File: src/hw/rtl/kclc_pkg.sv
`timescale 1ns / 1ps

package kclc_pkg;

    // entry and stored code depth
    localparam int MAX_DIGITS = 32;
    localparam int ADDR_W     = $clog2(MAX_DIGITS);
    localparam int CNT_W      = $clog2(MAX_DIGITS + 1);
    localparam int DIGIT_W    = 4;

    // stored code after reset: this many ones, the rest zero
    localparam logic [CNT_W-1:0]   CODE_INIT_LEN   = CNT_W'(4);
    localparam logic [DIGIT_W-1:0] CODE_INIT_DIGIT = DIGIT_W'(1);

    typedef enum logic [2:0] {
        OP_DIGIT  = 3'd0,
        OP_ENTER  = 3'd1,
        OP_ERASE  = 3'd2,
        OP_CHANGE = 3'd3,
        OP_LOCK   = 3'd4
    } op_t;

    typedef enum logic [3:0] {
        M_ENTRY      = 4'd0,
        M_LOCKED     = 4'd1,
        M_OPENED     = 4'd2,
        M_DENIED     = 4'd3,
        M_PLEASE     = 4'd4,
        M_OLD        = 4'd5,
        M_OLD_BAD    = 4'd6,
        M_NEW        = 4'd7,
        M_EXIT       = 4'd9,
        M_OLD_PLEASE = 4'd10
    } mode_t;

    typedef enum logic [1:0] {
        CTL_IDLE,
        CTL_CMP,
        CTL_COPY
    } ctl_state_t;

    localparam logic [3:0] SCR_ENTRY   = 4'd0;
    localparam logic [3:0] SCR_LOCKED  = 4'd1;
    localparam logic [3:0] SCR_OPENED  = 4'd2;
    localparam logic [3:0] SCR_DENIED  = 4'd3;
    localparam logic [3:0] SCR_PLEASE  = 4'd4;
    localparam logic [3:0] SCR_OLD     = 4'd5;
    localparam logic [3:0] SCR_OLD_BAD = 4'd6;
    localparam logic [3:0] SCR_NEW     = 4'd7;
    localparam logic [3:0] SCR_SAVED   = 4'd8;
    localparam logic [3:0] SCR_EXIT    = 4'd9;

    typedef struct packed {
        logic [2:0]         opcode;
        logic [DIGIT_W-1:0] key_digit;
    } key_item_t;

    typedef struct packed {
        logic               door_open;
        logic [3:0]         screen_message;
        logic [DIGIT_W-1:0] echo_digit;
        logic [5:0]         digits_entered;
        logic               entry_overflow;
    } res_item_t;

    function automatic logic [3:0] mode_screen(input mode_t m);
        logic [3:0] s;
        unique case (m)
            M_ENTRY:      s = SCR_ENTRY;
            M_LOCKED:     s = SCR_LOCKED;
            M_OPENED:     s = SCR_OPENED;
            M_DENIED:     s = SCR_DENIED;
            M_PLEASE:     s = SCR_PLEASE;
            M_OLD:        s = SCR_OLD;
            M_OLD_BAD:    s = SCR_OLD_BAD;
            M_NEW:        s = SCR_NEW;
            M_EXIT:       s = SCR_EXIT;
            M_OLD_PLEASE: s = SCR_PLEASE;
            default:      s = SCR_ENTRY;
        endcase
        return s;
    endfunction

endpackage

File: src/hw/rtl/keypad_code_lock_controller.sv
`timescale 1ns / 1ps
// digit, erase, change and lock keys: the result is registered on accept,
//   and so is enter when the entry is empty or its length differs from the stored code
// enter with an equal-length entry, and enter that saves a new code: a sweep over the N
//   entered digits, one digit per cycle, compare stops at the first differing digit
// throughput: one item per cycle for short keys while each result is taken; busy for the sweep otherwise
// reset: mode shows the locked notice, entry empty, stored code 1111 (no clearing pass)

module keypad_code_lock_controller
    import kclc_pkg::*;
(
    input  logic      clk,
    input  logic      rst_n,
    input  logic      key_valid,
    output logic      key_ready,
    input  key_item_t key_item,
    output logic      res_valid,
    input  logic      res_ready,
    output res_item_t res_item
);

    // ------------------------------------------------------------------
    // control and status registers
    // ------------------------------------------------------------------
    ctl_state_t         state_reg, state_next;
    mode_t              mode_reg, mode_next;
    logic [CNT_W-1:0]   count_reg, count_next;
    logic [CNT_W-1:0]   len_reg, len_next;
    logic [ADDR_W-1:0]  idx_reg, idx_next;

    // result register parts the key side from the result side
    logic               res_valid_reg, res_valid_next;
    res_item_t          res_reg, res_next;
    logic               res_load;

    // ------------------------------------------------------------------
    // memories: typed entry and stored code, registered read
    // ------------------------------------------------------------------
    logic [DIGIT_W-1:0] entry_mem [MAX_DIGITS];
    logic [DIGIT_W-1:0] code_mem  [MAX_DIGITS];

    // per-place valid bits give the stored code its reset value without a clear sweep
    logic [MAX_DIGITS-1:0] code_vld_reg;

    logic                  entry_we;
    logic [ADDR_W-1:0]     entry_wa, entry_ra;
    logic [DIGIT_W-1:0]    entry_wd;
    logic [DIGIT_W-1:0]    entry_q_reg;

    logic                  code_we;
    logic [ADDR_W-1:0]     code_wa, code_ra;
    logic [DIGIT_W-1:0]    code_wd;
    logic [DIGIT_W-1:0]    code_q_reg;
    logic                  code_vq_reg;
    logic [DIGIT_W-1:0]    code_dq_reg;
    logic [DIGIT_W-1:0]    code_digit;

    logic                  accept;
    logic                  start_cmp;
    logic                  start_copy;
    logic                  sweep_last;
    logic                  cmp_miss;
    logic                  cmp_done;
    logic                  digit_ok;
    logic                  entry_full;

    assign accept    = key_valid && key_ready;
    assign key_ready = (state_reg == CTL_IDLE) && (!res_valid_reg || res_ready);
    assign res_valid = res_valid_reg;
    assign res_item  = res_reg;

    // unwritten code places read as the reset code
    assign code_digit = code_vq_reg ? code_q_reg : code_dq_reg;

    assign sweep_last = ({1'b0, idx_reg} + CNT_W'(1)) == count_reg;
    assign cmp_miss   = entry_q_reg != code_digit;
    assign cmp_done   = cmp_miss || sweep_last;

    assign digit_ok   = (key_item.key_digit >= DIGIT_W'(1)) && (key_item.key_digit <= DIGIT_W'(9));
    assign entry_full = count_reg >= CNT_W'(MAX_DIGITS);

    always_ff @(posedge clk)
    begin
        if (entry_we)
        begin
            entry_mem[entry_wa] <= entry_wd;
        end
        entry_q_reg <= entry_mem[entry_ra];
    end

    always_ff @(posedge clk)
    begin
        if (code_we)
        begin
            code_mem[code_wa] <= code_wd;
        end
        code_q_reg  <= code_mem[code_ra];
        code_vq_reg <= code_vld_reg[code_ra];
        code_dq_reg <= ({1'b0, code_ra} < CODE_INIT_LEN) ? CODE_INIT_DIGIT : '0;
    end

    always_ff @(posedge clk or negedge rst_n)
    begin
        if (!rst_n)
        begin
            code_vld_reg <= '0;
        end
        else if (code_we)
        begin
            code_vld_reg[code_wa] <= 1'b1;
        end
    end

    // ------------------------------------------------------------------
    // sequencer next state
    // ------------------------------------------------------------------
    always_comb
    begin
        state_next = state_reg;
        unique case (state_reg)
            CTL_IDLE:
            begin
                if (accept && start_cmp)
                begin
                    state_next = CTL_CMP;
                end
                else if (accept && start_copy)
                begin
                    state_next = CTL_COPY;
                end
            end
            CTL_CMP:
            begin
                if (cmp_done)
                begin
                    state_next = CTL_IDLE;
                end
            end
            CTL_COPY:
            begin
                if (sweep_last)
                begin
                    state_next = CTL_IDLE;
                end
            end
            default: state_next = CTL_IDLE;
        endcase
    end

    // ------------------------------------------------------------------
    // key decode, sweeps and result
    // ------------------------------------------------------------------
    always_comb
    begin
        mode_next      = mode_reg;
        count_next     = count_reg;
        len_next       = len_reg;
        idx_next       = idx_reg;
        start_cmp      = 1'b0;
        start_copy     = 1'b0;
        res_load       = 1'b0;
        res_next       = res_reg;
        entry_we       = 1'b0;
        entry_wa       = count_reg[ADDR_W-1:0];
        entry_wd       = key_item.key_digit;
        entry_ra       = '0;
        code_we        = 1'b0;
        code_wa        = idx_reg;
        code_wd        = entry_q_reg;
        code_ra        = '0;

        res_next.echo_digit     = '0;
        res_next.entry_overflow = 1'b0;

        unique case (state_reg)
            CTL_IDLE:
            begin
                idx_next = '0;
                if (accept)
                begin
                    res_load = 1'b1;
                    unique case (mode_reg)
                        M_ENTRY, M_OLD, M_NEW:
                        begin
                            unique case (key_item.opcode)
                                OP_DIGIT:
                                begin
                                    if (digit_ok)
                                    begin
                                        if (entry_full)
                                        begin
                                            res_next.entry_overflow = 1'b1;
                                        end
                                        else
                                        begin
                                            entry_we            = 1'b1;
                                            count_next          = count_reg + CNT_W'(1);
                                            res_next.echo_digit = key_item.key_digit;
                                        end
                                    end
                                end
                                OP_ENTER:
                                begin
                                    if (mode_reg == M_NEW)
                                    begin
                                        // empty new code is ignored
                                        if (count_reg != '0)
                                        begin
                                            start_copy = 1'b1;
                                            res_load   = 1'b0;
                                        end
                                    end
                                    else if (count_reg == '0)
                                    begin
                                        mode_next = (mode_reg == M_ENTRY) ? M_PLEASE
                                                                          : M_OLD_PLEASE;
                                    end
                                    else if (count_reg != len_reg)
                                    begin
                                        mode_next = (mode_reg == M_ENTRY) ? M_DENIED
                                                                          : M_OLD_BAD;
                                    end
                                    else
                                    begin
                                        start_cmp = 1'b1;
                                        res_load  = 1'b0;
                                    end
                                end
                                OP_ERASE:
                                begin
                                    if (mode_reg == M_ENTRY)
                                    begin
                                        count_next = '0;
                                    end
                                end
                                OP_CHANGE:
                                begin
                                    if (mode_reg == M_ENTRY)
                                    begin
                                        count_next = '0;
                                        mode_next  = M_OLD;
                                    end
                                    else if (mode_reg == M_OLD)
                                    begin
                                        mode_next = M_EXIT;
                                    end
                                end
                                default: ;
                            endcase
                        end
                        M_LOCKED, M_DENIED, M_PLEASE, M_EXIT:
                        begin
                            if (key_item.opcode == OP_ERASE)
                            begin
                                count_next = '0;
                                mode_next  = M_ENTRY;
                            end
                        end
                        M_OLD_BAD, M_OLD_PLEASE:
                        begin
                            if (key_item.opcode == OP_ERASE)
                            begin
                                count_next = '0;
                                mode_next  = M_OLD;
                            end
                        end
                        M_OPENED:
                        begin
                            if (key_item.opcode == OP_LOCK)
                            begin
                                mode_next = M_LOCKED;
                            end
                        end
                        default: mode_next = M_ENTRY;
                    endcase
                end
            end
            CTL_CMP:
            begin
                // digit idx_reg of both memories is on the read ports
                idx_next = idx_reg + ADDR_W'(1);
                entry_ra = idx_reg + ADDR_W'(1);
                code_ra  = idx_reg + ADDR_W'(1);
                if (cmp_done)
                begin
                    res_load = 1'b1;
                    if (mode_reg == M_ENTRY)
                    begin
                        mode_next = cmp_miss ? M_DENIED : M_OPENED;
                    end
                    else if (cmp_miss)
                    begin
                        mode_next = M_OLD_BAD;
                    end
                    else
                    begin
                        mode_next  = M_NEW;
                        count_next = '0;
                    end
                end
            end
            CTL_COPY:
            begin
                // move the new code into the stored code, one digit a cycle
                code_we  = 1'b1;
                idx_next = idx_reg + ADDR_W'(1);
                entry_ra = idx_reg + ADDR_W'(1);
                if (sweep_last)
                begin
                    res_load   = 1'b1;
                    len_next   = count_reg;
                    count_next = '0;
                    mode_next  = M_ENTRY;
                end
            end
            default: ;
        endcase

        res_next.door_open      = mode_next == M_OPENED;
        res_next.screen_message = (state_reg == CTL_COPY) ? SCR_SAVED : mode_screen(mode_next);
        res_next.digits_entered = 6'(count_next);

        res_valid_next = res_valid_reg;
        if (res_load)
        begin
            res_valid_next = 1'b1;
        end
        else if (res_ready)
        begin
            res_valid_next = 1'b0;
        end
    end

    always_ff @(posedge clk or negedge rst_n)
    begin
        if (!rst_n)
        begin
            state_reg     <= CTL_IDLE;
            mode_reg      <= M_LOCKED;
            count_reg     <= '0;
            len_reg       <= CODE_INIT_LEN;
            idx_reg       <= '0;
            res_valid_reg <= 1'b0;
        end
        else
        begin
            state_reg     <= state_next;
            mode_reg      <= mode_next;
            count_reg     <= count_next;
            len_reg       <= len_next;
            idx_reg       <= idx_next;
            res_valid_reg <= res_valid_next;
        end
    end

    always_ff @(posedge clk)
    begin
        if (res_load)
        begin
            res_reg <= res_next;
        end
    end

endmodule
File: config.mk
export PLATFORM = sky130hd
export DESIGN_NAME = keypad_code_lock_controller
export DESIGN_NICKNAME = d
export VERILOG_FILES = /design/src/hw/rtl/kclc_pkg.sv /design/src/hw/rtl/keypad_code_lock_controller.sv
export SDC_FILE = /design/constraint.sdc
export NUM_CORES = 1
export LEC_CHECK = 0
export ABC_AREA = 1
export BUFFER_PORTS_ARGS = -buffer_cell sky130_fd_sc_hd__buf_2
export CORE_MARGIN = 2
export CORE_UTILIZATION = 55
export DETAILED_ROUTE_END_ITERATION = 8
export HOLD_SLACK_MARGIN = 0.1
export PLACE_DENSITY_LB_ADDON = 0.08
export SETUP_SLACK_MARGIN = 0.4
export SLEW_MARGIN = 0
export SYNTH_ARGS = -nofsm -noshare
export SYNTH_HDL_FRONTEND = slang
export SYNTH_SLANG_ARGS = --single-unit
File: constraint.sdc
create_clock -name clk -period 3.98 [get_ports clk]
set_input_delay 0.796 -clock clk [delete_from_list [all_inputs] [get_ports clk]]
set_output_delay 0.796 -clock clk [all_outputs]
set_load 0.01 [all_outputs]
### Word-level counts from Yosys, hierarchy flattened

Memories as Yosys holds them, arrays and structs flattened. A register that Yosys moved wholly into a read port is not among the register bits.
Cells that the tools add are included.
W data, S select, Z words.

| storage, ports and cells | value |
|---|---|
| register bits after elaboration | 70 |
| bits in writable memories | 256 |
| ROM bits | 64 |
| bits of input ports | 11 |
| output and inout bits | 18 |
| word-level logic and storage cells | 162 |
| memories kept | 3 |

| cells by class | value |
|---|---|
| add/subtract/negate cells | 3 |
| $lt $le $gt $ge | 7 |
| equality and inequality tests | 22 |
| mux-type cells | 82 |
| bitwise logic cells | 6 |
| reductions and logical operators | 26 |

Memory list:

| memory | depth | bits a word | read ports | clocked after Yosys merged registers in | wr ports | RTL line | text |
|---|---|---|---|---|---|---|---|
| code_mem | 32 | 4 | 1 | 1 | 1 | keypad_code_lock_controller.sv:40 | `logic [DIGIT_W-1:0] code_mem [MAX_DIGITS];` |
| entry_mem | 32 | 4 | 1 | 1 | 1 | keypad_code_lock_controller.sv:39 | `logic [DIGIT_W-1:0] entry_mem [MAX_DIGITS];` |
| (no name shown) | 16 | 4 | 1 | 1 | 0 | kclc_pkg.sv:68 | `unique case (m)` |

Operators by type and width:

| operator | number |
|---|---|
| $mux W6 | 9 |
| $mux W4 | 13 |
| $mux W1 | 41 |
| $or A32 B32 Y32 | 1 |
| $pmux W6 S2 | 2 |
| $pmux W6 S3 | 1 |
| $eq A4 B3 Y1 const B | 4 |
| $pmux W4 S4 | 1 |
| $eq A4 B2 Y1 const B | 3 |
| $lt A5 B6 Y1 const B | 2 |
| $pmux W4 S3 | 1 |
| $reduce_or A6 Y1 | 2 |
| $mux W5 | 2 |
| $pmux W5 S2 | 1 |
| $eq A4 B4 Y1 const B | 2 |
| $mux W2 | 4 |
| $pmux W4 S2 | 1 |
| $add A5 B1 Y6 const B | 1 |
| $add A6 B1 Y6 const B | 1 |
| $eq A3 B2 Y1 const B | 2 |
| $eq A6 B6 Y1 | 1 |
| $ge A6 B6 Y1 const B | 1 |
| $logic_and A1 B1 Y1 | 6 |
| $logic_not A6 Y1 | 1 |
| other kinds (33) | 43 |

### Longest topological paths before layout

Gate-level depths: netlist of run 1.

| depth | value |
|---|---|
| depth after elaboration | 11 |
| mapped depth | 21 |
| gate-level depth less buffers | 19 |

### Least setup slack after synthesis of run 1

No wires, ideal clock.

| path | value |
|---|---|
| kind | register to register |
| from | reg idx_reg[0] (netlist: code_wa[0]) |
| to | reg res_reg, in the netlist res_item[0] (enable) |
| library setup time | 400 ps |
| data arrival time | 2972 ps |
| data required time | 3580 ps |
| setup slack | 608 ps |
| stages on the path, launching flop included | 15 |
| path buffers | 2 |
| clock period less this slack | 3372 ps |
| cells stage by stage | dfrtp_1 > buf_2 > clkinv_1 > clkbuf_1 > ha_1 > inv_1 > nand2_1 > nand2_1 > nor2_1 > nand2_1 > nor2_2 > nand3_4 > nand2_1 > nand2_1 > a31oi_1 |

| on the way | value |
|---|---|
| word-level cells in the longest chain between the ends | 5 |
| elaborated cells between the ends (all ways) | 6 |
| classes of those cells | 1 x add/sub; 1 x eq/ne; 3 x mux; 1 x reduce/logical |

Ends and longest elaborated chain:

| what | RTL line | text |
|---|---|---|
| start: declaration | keypad_code_lock_controller.sv:29 | `logic [ADDR_W-1:0] idx_reg, idx_next;` |
| start signal: assignment | keypad_code_lock_controller.sv:351 | `idx_reg <= idx_next;` |
| $add A5 B1 Y6 (*) | keypad_code_lock_controller.sv:75 | `assign sweep_last = ({1'b0, idx_reg} + CNT_W'(1)) == count_reg;` |
| $eq A6 B6 Y1 (*) | keypad_code_lock_controller.sv:75 |  |
| $logic_or A1 B1 Y1 | keypad_code_lock_controller.sv:77 | `assign cmp_done = cmp_miss \|\| sweep_last;` |
| $mux W1 | keypad_code_lock_controller.sv:284 | `if (cmp_done)` |
| $pmux W1 S3 (*) | keypad_code_lock_controller.sv:175 | `unique case (state_reg)` |
| named net res_load | keypad_code_lock_controller.sv:34 | `logic res_load;` |
| end signal: assignment | keypad_code_lock_controller.sv:360 | `res_reg <= res_next;` |
| end: declaration | keypad_code_lock_controller.sv:33 | `res_item_t res_reg, res_next;` |

The timed path passes the listed nets; every way through them passes the cells marked *.
A chain may end at the register's enable or synchronous reset.

### Worst setup path in the final report of run 1

| path | value |
|---|---|
| from | reg state_reg[0] |
| to | mem entry_mem[6][3] (enable) |

| on the way | value |
|---|---|
| word-level cells in the longest chain between the ends | 7 |

Ends and longest elaborated chain:

| what | RTL line | text |
|---|---|---|
| start: declaration | keypad_code_lock_controller.sv:25 | `ctl_state_t state_reg, state_next;` |
| start signal: assignment | keypad_code_lock_controller.sv:347 | `state_reg <= state_next;` |
| $logic_not A2 Y1 (*) | keypad_code_lock_controller.sv:68, keypad_code_lock_controller.sv:175 |  |
| $logic_and A1 B1 Y1 | keypad_code_lock_controller.sv:68 | `assign key_ready = (state_reg == CTL_IDLE) && (!res_valid_reg \|\| res_ready);` |
| $logic_and A1 B1 Y1 | keypad_code_lock_controller.sv:67 | `assign accept = key_valid && key_ready;` |
| $mux W1 | keypad_code_lock_controller.sv:179 | `if (accept)` |
| $mux W1 (*) | keypad_code_lock_controller.sv:175 |  |
| $mux W1 (*) | keypad_code_lock_controller.sv:84 | `if (entry_we)` |
| $mux W1 (implied by the code) (*) | keypad_code_lock_controller.sv:86 | `entry_mem[entry_wa] <= entry_wd;` |
| end: declaration | keypad_code_lock_controller.sv:39 |  |

Every way passes the cells marked *; elsewhere a longest branch is shown, timed or not.

==> flow_summary.yaml, run 1 <==
clock_tree:
  cts_setup_buffers: 0
  clk_latency_ns: 0.52
  cts-resized-gates: 0
  cts_tree: "done"
  clockBufferDepth: 3
  cts-root-buf: "clkbuf_16"
  clk_pin_slew_ns: 0.06
  cts_made_buffers: 36
  clock-sinks: 338
  htree_levels: 2
  ctsHoldBuffers: 0
logic_synthesis:
  synth_area_leaders: "edfxtp_1 (56%), dfrtp_1 (9.2%), nor2_1 (6.5%)"
  ys_warn_count: 0
  postSynthAreaPerCell_um2: 10.9
  synth-seq-cells: 338
  synth_edf_count: 272
  async_flop_share: 0.166
  netlist_instances: 1348
  synthDistinctLibCells: 45
  synth_ff_type: "edfxtp_1"
  yosys.area.top_type: "edfxtp_1"
  yosysTopAreaCellShare: 0.557
  ys_seq_area_frac: 0.666
  syn_nets: 1371
  synthesis.area_um2: 14700
worst_setup_path:
  crit_required_ns: 4.17
  arrival_ns: 3.22
  reg2reg_to: "entry_mem[6][3]$_DFFE_PP_"
  start_kind: "flip-flop"
  endpoint_kind: "flip-flop"
  cp_max_fo: 8
  reg2reg_depth: 10
  r2r-start: "state_reg[0]$_DFFE_PN0P_"
  critPathKind: "reg2reg"
  reg2reg_slack_ns: 0.94
power_and_ir_drop:
  power_density_nw_per_um2: 657
  ir_drop_mv: 0.436
  report.power.total_uw: 10700
  p_leak_uw: 0.00602
drt:
  wl_per_cell_um: 20.5
  drtPass1Iterations: 7
  drtIter0Drc: 1110
  drc_errors: 0
  via_count: 10254
  postRouteAntennaNets: 0
  via_per_inst: 5.88
  wl_um: 35700
sta:
  period_share: 0.763
  final.min_clock_period_ns: 3.04
  final-setup-viol-count: 0
  hold_viol: 0
  tns_ns: 0
  final_max_slew_viol_count: 0
  finalClockSkew_ns: 0.0163
  worst_slew_pin_slew_ns: 0.869
  rsz0062_at_grt: "no"
  max_freq_mhz: 329
  slew_headroom: 0.420
floorplanning:
  core_um2: 26100
  die_area_um2: 28000
  rows: 59
  ioPinCount: 29
  die_y_um: 167
  die_w_um: 167
  initial_utilization: 0.562
final_layout:
  final_nets: 1404
  syn_to_final_growth_pct: 11.5
  n_antenna_cell: 0
  seq_area_um2: 9770
  final_common_cell: "edfxtp_1"
  multi_input_area_um2: 4340
  drive_above_1_share: 0.115
  final_cell_mix: "edfxtp_1 (272), nor2_1 (251), o21ai_0 (166), nand2_1 (165), inv_1 (79)"
  n_fill_cell: 2100
place:
  hpwl_um: 22800
  place.gp.congestion: 0.862
  numPortBuffers: 28
worst_hold_path:
  hold_class: "in2async"
global_route:
  grt_util_all_layers: 0.258
  antenna_found_initial: 0
  grt_start_max_net_pins: 66
  overflow: 0
  grt_pass1_wl_um: 56100
  grt_pass1_vias: 9971
outcome:
  status: "completed"
run:
  timing.max_cap.violations: 0
[area by class of cell]
cell class	count	area share
Inverter	94	0.0216
Tap cell	335	0.0256
Clock inverter	12	0.00773
Clock buffer	54	0.0624
Timing Repair Buffer	53	0.0200
Multi-Input combinational cell	858	0.265
Sequential cell	338	0.598
[metal layers]
metal / wire (µm) / share of wire / track usage
met5: 0 / 0 / 0
met3: 2260 / 0.063 / 0.0305
met2: 17400 / 0.49 / 0.435
met4: 817 / 0.023 / 0.0733
met1: 15300 / 0.43 / 0.358
[synthesized netlist by cell type (all sizes together) (15+ instances only)]
cell type,number
o211ai,33
edfxtp,272
a31oi,16
o221ai,24
a21oi,30
o22ai,33
buf,15
or2,21
nand3,45
dfrtp,54
o21ai,172
nor2,260
clkbuf,43
nand2,171
inv,92
[report_power, final]
part           internal (µW)  switching [µW]  total [µW]
clock network           1910            1330        3240
registers               4340             200        4540
logic                    836            2130        2970
[worst max path at each step]
stage,from,end,slack (ns),cells past startpoint
3_3_place_gp,res_ready,entry_mem[26][3]$_DFFE_PP_,1.06,9
3_5_place_dp,res_ready,entry_mem[30][3]$_DFFE_PP_,0.92,9
6_report,state_reg[0]$_DFFE_PN0P_,entry_mem[6][3]$_DFFE_PP_,0.94,10
4_1_cts,state_reg[0]$_DFFE_PN0P_,entry_mem[6][3]$_DFFE_PP_,0.95,10
2_1_floorplan,code_wa[0]$_DFFE_PN0N_,res_item[0]$_SDFFCE_PN0P_,0.61,14
5_1_grt,state_reg[1]$_DFFE_PN0P_,entry_mem[6][2]$_DFFE_PP_,0.62,10
[per-stage QoR]
step / setup slack, ns / instances / area [µm²] / hold slack [ns] / utilization
after floorplan: 0.608 / 1348 / 14700 / 0.427 / -
after global placement: 1.06 / 1678 / 15200 / 0.440 / 0.582
after detailed placement: 0.923 / 1678 / 15200 / 0.445 / 0.582
after CTS: 0.950 / 1744 / 16400 / 0.265 / 0.626
after global routing: 0.621 / 1744 / 16400 / 0.292 / 0.626
final: 0.943 / 1744 / 16400 / 0.259 / 0.626
[critical path, cell delays in order, from the launching register on]
cell and delay (ns):
dfrtp_1 0.42, inv_1 0.10, ha_1 0.23, inv_1 0.11
nor2_1 0.14, nand2_1 0.23, nor3_4 0.33, inv_1 0.12
nor2_1 0.26, nand2_1 0.36, nor2_1 0.40
[cells by family (layout without fill, tap and decap cells)]
kind of cell / Yosys count / count (layout) / synth area share
xor gates and xnor gates: 5 / 5 / 0.00298
AOI/OAI and AO/OA: 330 / 330 / 0.134
adders and majority gates: 12 / 12 / 0.0102
and+or+nand+nor: 511 / 511 / 0.147
buffers and inverters: 152 / 213 / 0.0396
DFF: 338 / 338 / 0.666
Note: power is estimated with default switching activity, not from simulation.
==> inputs of run 2 (changes only) <==
ABC_AREA = 0   (was 1)
clock period = 3.2 ns   (was 3.98 ns; I/O delays follow)
==> run 2 against run 1 <==
Compared with the run above: setup slack got worse by 0.44 ns; non-clock buffer count increased by 40; utilization increased by 0.77 points; critical path depth decreased by 2; combinational power decreased by 16%; synthesized cell count decreased by 12%; register-to-register slack got worse by 0.44 ns.
==> flow_summary.yaml, run 2 <==
floorplanning:
  die_area_um2: 28300
  initial_utilization: 0.556
  core_um2: 26700
  ioPinCount: 29
  die_w_um: 168
  die_y_um: 168
  rows: 60
final_layout:
  finalNonFillerCells: 1616
  drive_above_1_share: 0.172
  multi_input_area_um2: 4810
  final_core_util: 0.634
  seq_area_um2: 9780
  final_nets: 1271
  final_common_cell: "edfxtp_1"
  final_cell_mix: "edfxtp_1 (272), nand2_1 (168), nor2_1 (90), buf_4 (62), a211oi_1 (55)"
  n_fill_cell: 2122
  syn_to_final_growth_pct: 14.0
  n_antenna_cell: 0
worst_setup_path:
  crit_chain: "or3_1, or2_2, a211o_1, a31oi_1, o21ai_0, nand3_1, nor2_1, a41o_1"
  critPathKind: "reg2reg"
  slowest_delay_ns: 0.57
  crit_required_ns: 3.46
  critical-path-slowest-cell: "dfrtp_1"
  cp_max_fo: 17
  arrival_ns: 2.96
  cp.buffers_inverters: 0
  crit_family: "simple AND/OR/NAND/NOR gates"
  endpoint_kind: "flip-flop"
  start_kind: "flip-flop"
global_route:
  grt_pass1_wl_um: 55000
  use_met3: 0.0374
  antenna_found_initial: 0
  grt_util_all_layers: 0.253
  overflow: 0
  grt_start_max_net_pins: 66
  top_usage_layer: "met2"
  met1_usage: 0.359
  gr-usage-met2: 0.409
  grt_pass1_vias: 9624
drt:
  wl_um: 35200
  drc_errors: 0
  wl_per_cell_um: 21.8
  via_count: 9801
  via_per_inst: 6.06
  drtIter0Drc: 919
  drtPass1Iterations: 5
  postRouteAntennaNets: 0
logic_synthesis:
  synth-seq-cells: 338
  syn_nets: 1215
  postSynthAreaPerCell_um2: 12.5
  async_flop_share: 0.166
  ys_warn_count: 0
  synthTopCellsByCount: "edfxtp_1 (272), nand2_1 (169), nor2_1 (94)"
  synth_area_leaders: "edfxtp_1 (55%), dfrtp_1 (9.1%), nand2_1 (4.3%)"
  synthesis.area_um2: 14800
  synthDistinctLibCells: 71
  synth_most_common_cell: "edfxtp_1"
  synth_ff_type: "edfxtp_1"
  yosysTopAreaCellShare: 0.550
  netlist_instances: 1192
  ys_seq_area_frac: 0.658
  yosys.area.top_type: "edfxtp_1"
  synth_edf_count: 272
clock_tree:
  ctsHoldBuffers: 0
  cts_made_buffers: 35
  cts_tree: "done"
  clk_latency_ns: 0.53
  clockBufferDepth: 3
  htree_levels: 2
  clock-sinks: 338
  clk_pin_slew_ns: 0.06
  cts-root-buf: "clkbuf_16"
sta:
  rsz0062_at_grt: "yes"
  worst_slew_pin_slew_ns: 0.834
  finalClockSkew_ns: 0.0262
  slew_headroom: 0.442
  period_share: 0.844
  final_max_slew_viol_count: 0
  final.min_clock_period_ns: 2.70
  max_freq_mhz: 370
  final-setup-viol-count: 0
  hold_viol: 0
  tns_ns: 0
place:
  place.gp.congestion: 0.902
  numPortBuffers: 28
  hpwl_um: 22600
  dp_cells: 1545
power_and_ir_drop:
  p_leak_uw: 0.00608
  ir_drop_mv: 0.448
  power_density_nw_per_um2: 707
worst_hold_path:
  hold_class: "in2async"
outcome:
  status: "completed"
run:
  timing.max_cap.violations: 0
## run 2: cell types whose count changed after synthesis, sizes merged, moves of 16 or more
cell and delta:
nor2 -166, o21ai -139, inv -76, a211oi +55
and2 +47, mux2i +42, a311oi +34, o22ai -24
o211ai -23, clkbuf +22, nand3 -21, o221ai -19
or2 +16
## run 2: what timing repair did
item,4_1_cts,5_1_grt
setup endpoints to repair,16,37
pin swaps,1,1
resized for setup,0,14
setup buffers,1,6
## run 2: path summary, 6_finish.rpt
kind / start / cells after the start / slack (ns) / endpoint
hold reg to reg: code_vld_reg[23]$_DFFE_PN0P_ / 1 / 0.46 / code_vld_reg[23]$_DFFE_PN0P_
setup reg to reg: mode_reg[3]$_DFF_PN0_ / 8 / 0.50 / res_item[13]$_SDFFCE_PP0P_
hold / removal: rst_n / 1 / 0.16 / count_reg[4]$_DFF_PN0_
max in group asynchronous: rst_n / 2 / 2.29 / mode_reg[0]$_DFF_PN1_
min in group clk: key_item[3] / 1 / 0.43 / entry_mem[8][3]$_DFFE_PP_
setup / recovery: mode_reg[3]$_DFF_PN0_ / 8 / 0.50 / res_item[13]$_SDFFCE_PP0P_
## run 2: power breakdown
part | internal [µW] | total [µW] | switching [µW] | leakage (µW)
clock network | 2560 | 4220 | 1650 | 0.000583
logic | 920 | 2480 | 1560 | 0.00219
registers | 5070 | 5270 | 205 | 0.00330
total | 8550 | 12000 | 3420 | 0.00608
## run 2: routing by layer
metal,vias up,share of wire
met5,-,0
met4,0,0.024
met3,54,0.061
met2,362,0.48
met1,4827,0.44
li1,4558,-
## run 2: layout make-up
type,count,share of cell area
repair buffers,93,0.0388
clock inverters,19,0.0153
well taps,341,0.0252
inverters,16,0.00355
multi-input cells,764,0.284
flip-flops and latches,338,0.578
clock buffers,45,0.0552
## run 2: worst reg2reg max path: stages (launching register included)
cell	delay (ns)
dfrtp_1	0.57
or3_1	0.50
or2_2	0.38
a211o_1	0.25
a31oi_1	0.15
o21ai_0	0.14
nand3_1	0.15
nor2_1	0.07
a41o_1	0.23
## run 2: cells by family after synthesis
kind of cell / Yosys count / share of synthesized area
and+or+nand+nor: 429 / 0.137
DFF: 338 / 0.658
AOI/OAI and AO/OA: 253 / 0.122
buffers and inverters: 90 / 0.0232
muxes: 48 / 0.0367
xor gates and xnor gates: 22 / 0.0135
adders and majority gates: 12 / 0.0101
## run 2: stage by stage
stage | power, µW | area (µm²) | setup slack [ns] | hold slack, ns
after floorplan | 6910 | 14900 | 0.410 | 0.344
after global placement | 7720 | 15600 | 0.413 | 0.442
after detailed placement | 7750 | 15600 | 0.344 | 0.445
after CTS | 12000 | 16800 | 0.411 | 0.176
after global routing | 12500 | 16900 | 0.383 | 0.217
final | 12000 | 16900 | 0.499 | 0.159
==> inputs of run 3 (changes only) <==
ABC_AREA = 1   (was 0)
clock period = 2.32 ns   (was 3.2 ns; I/O delays follow)
==> run 3 against run 2 <==
Compared with the run above: design area grew 10%; clock-buffer cell count rose by 2; sequential cell count is the same; setup slack worse by 0.47 ns; global-route usage up 2.3 points; die area is 1.1% lower; first-iteration DRC count rose by 37%; utilization up 7.9 points; routed wire length up 12%; non-clock buffer count grew 85; sequential share of layout area shrank 5.3 points; via count rose by 13%; largest power group unchanged.
==> flow_summary.yaml, run 3 (synthesis gave the netlist of run 1 again) <==
final_layout:
  final_cell_mix: "edfxtp_1 (272), nor2_1 (172), nand2_1 (150), o21ai_0 (132), buf_4 (108)"
  final_core_util: 0.713
  finalNonFillerCells: 1868
  syn_to_final_growth_pct: 26.9
  final_nets: 1530
  final_common_cell: "edfxtp_1"
  n_antenna_cell: 0
  drive_above_1_share: 0.291
sta:
  tns_ns: 0
  worst_slew_pin_slew_ns: 0.552
  slew_headroom: 0.631
  final.min_clock_period_ns: 2.29
  rsz0062_at_grt: "yes"
  finalClockSkew_ns: 0.0179
  final_max_slew_viol_count: 0
  max_freq_mhz: 437
  final-setup-viol-count: 0
  period_share: 0.986
  hold_viol: 0
  whs_ns: 0.248
worst_setup_path:
  critPathKind: "reg2reg"
  crit_chain: "inv_2, ha_4, buf_4, buf_6, nand2_8, buf_12, buf_12, buf_12, o21ai_0, o221ai_2, o211ai_1, a31oi_1"
  crit_required_ns: 2.76
  endpoint_kind: "flip-flop"
  slowest_delay_ns: 0.40
  cp.buffers_inverters: 6
  critical-path-slowest-cell: "dfrtp_1"
  start_kind: "flip-flop"
  crit_family: "compound AO/OA/AOI/OAI gates"
  arrival_ns: 2.73
  cp_max_fo: 6
  path_common_cell: "buf_12"
place:
  numPortBuffers: 28
  hpwl_um: 24500
  dp_cells: 1752
  place.gp.congestion: 0.884
clock_tree:
  clock-sinks: 338
  clk_latency_ns: 0.53
  clockBufferDepth: 3
  clk_pin_slew_ns: 0.06
  cts_made_buffers: 36
  cts-root-buf: "clkbuf_16"
  cts_tree: "done"
  htree_levels: 2
worst_hold_path:
  hold_class: "in2reg"
drt:
  drc_errors: 0
  wl_um: 39300
  postRouteAntennaNets: 0
  wl_per_cell_um: 21.1
  via_per_inst: 5.93
  via_count: 11068
  drtIter0Drc: 1256
  drtPass1Iterations: 5
global_route:
  antenna_found_initial: 0
  grt_util_all_layers: 0.276
  grt_pass1_vias: 10742
  grt_pass1_wl_um: 59800
  overflow: 0
  grt_start_max_net_pins: 66
power_and_ir_drop:
  ir_drop_mv: 0.910
  p_leak_uw: 0.00685
  power_density_nw_per_um2: 1110
floorplanning:
  die_area_um2: 28000
  die_y_um: 167
  ioPinCount: 29
  initial_utilization: 0.562
  core_um2: 26100
  die_w_um: 167
  rows: 59
outcome:
  status: "completed"
run:
  timing.max_cap.violations: 0
-- run 3: changes by cell type in the layout (fill, tap and decap cells not counted), moves of 23 or more --
cell and change:
a311oi_1 -33, nor2_1 +82, buf_4 +46, o211ai_1 +23
o21ai_0 +100, a211oi_1 -55, inv_1 +50, and2_1 -44
nor2_2 +38, nor2_4 +46, o21ai_1 +27, mux2i_1 -42
-- run 3: metal layers --
metal,share of wire,vias up,track usage,wire length [µm]
met5,0,-,0,0
met2,0.48,437,0.455,19000
met1,0.42,5386,0.380,16300
met3,0.065,107,0.0392,2540
li1,-,5138,-,-
met4,0.036,0,0.0975,1410
-- run 3: through the flow --
| step | instance area (µm²) | setup slack [ns] | total power (µW) |
|---|---|---|---|
| 2_1_floorplan | 15100 | -0.151 | 11600 |
| 3_3_place_gp | 16200 | 0.0557 | 13800 |
| 3_5_place_dp | 16200 | -0.00574 | 13900 |
| 4_1_cts | 18000 | 0.0786 | 19900 |
| 5_1_grt | 18600 | -0.0923 | 21600 |
| 6_report | 18600 | 0.0335 | 20700 |
-- run 3: power by group --
| part | switching [µW] | total [µW] | internal [µW] |
|---|---|---|---|
| logic | 4690 | 7500 | 2810 |
| clock network | 2340 | 5470 | 3130 |
| registers | 265 | 7710 | 7450 |
| total | 7290 | 20700 | 13400 |
-- run 3: timing repair --
item / CTS / global route
hold endpoints to repair: 54 / 0
buffers inserted: 26 / 17
pin swaps: 46 / 50
setup endpoints to repair: 308 / 331
gates cloned: 6 / 2
hold buffers: 1 / 0
resized for setup: 88 / 126
-- run 3: worst reg2reg max path: stages, from the launching register on --
cell and delay (ns):
dfrtp_1 0.40, inv_2 0.07, ha_4 0.26, buf_4 0.13, buf_6 0.12, nand2_8 0.11, buf_12 0.14, buf_12 0.12
buf_12 0.10, o21ai_0 0.14, o221ai_2 0.27, o211ai_1 0.17, a31oi_1 0.16
-- run 3: layout make-up --
class | count | area, µm²
clock inverters | 17 | 150
well taps | 335 | 419
repair buffers | 178 | 1730
repair inverters | 1 | 7.51
flip-flops and latches | 338 | 9780
clock buffers | 47 | 952
inverters | 94 | 398
fillers | 1857 | 7510
multi-input cells | 858 | 5190
-- run 3: worst paths after layout --
| kind | from | end | slack [ns] | cells after the start |
|---|---|---|---|---|
| min in group asynchronous | rst_n | code_vld_reg[30]$_DFFE_PN0P_ | 0.49 | 3 |
| max in group asynchronous | rst_n | mode_reg[0]$_DFF_PN1_ | 1.51 | 3 |
| min reg2reg | code_vld_reg[26]$_DFFE_PN0P_ | code_vld_reg[26]$_DFFE_PN0P_ | 0.46 | 1 |
| max reg2reg | code_wa[1]$_DFFE_PN0N_ | code_q_reg[0]$_DFF_P_ | 0.03 | 12 |
| min | key_item[1] | entry_mem[13][1]$_DFFE_PP_ | 0.25 | 1 |
| max | code_wa[1]$_DFFE_PN0N_ | code_q_reg[0]$_DFF_P_ | 0.03 | 12 |
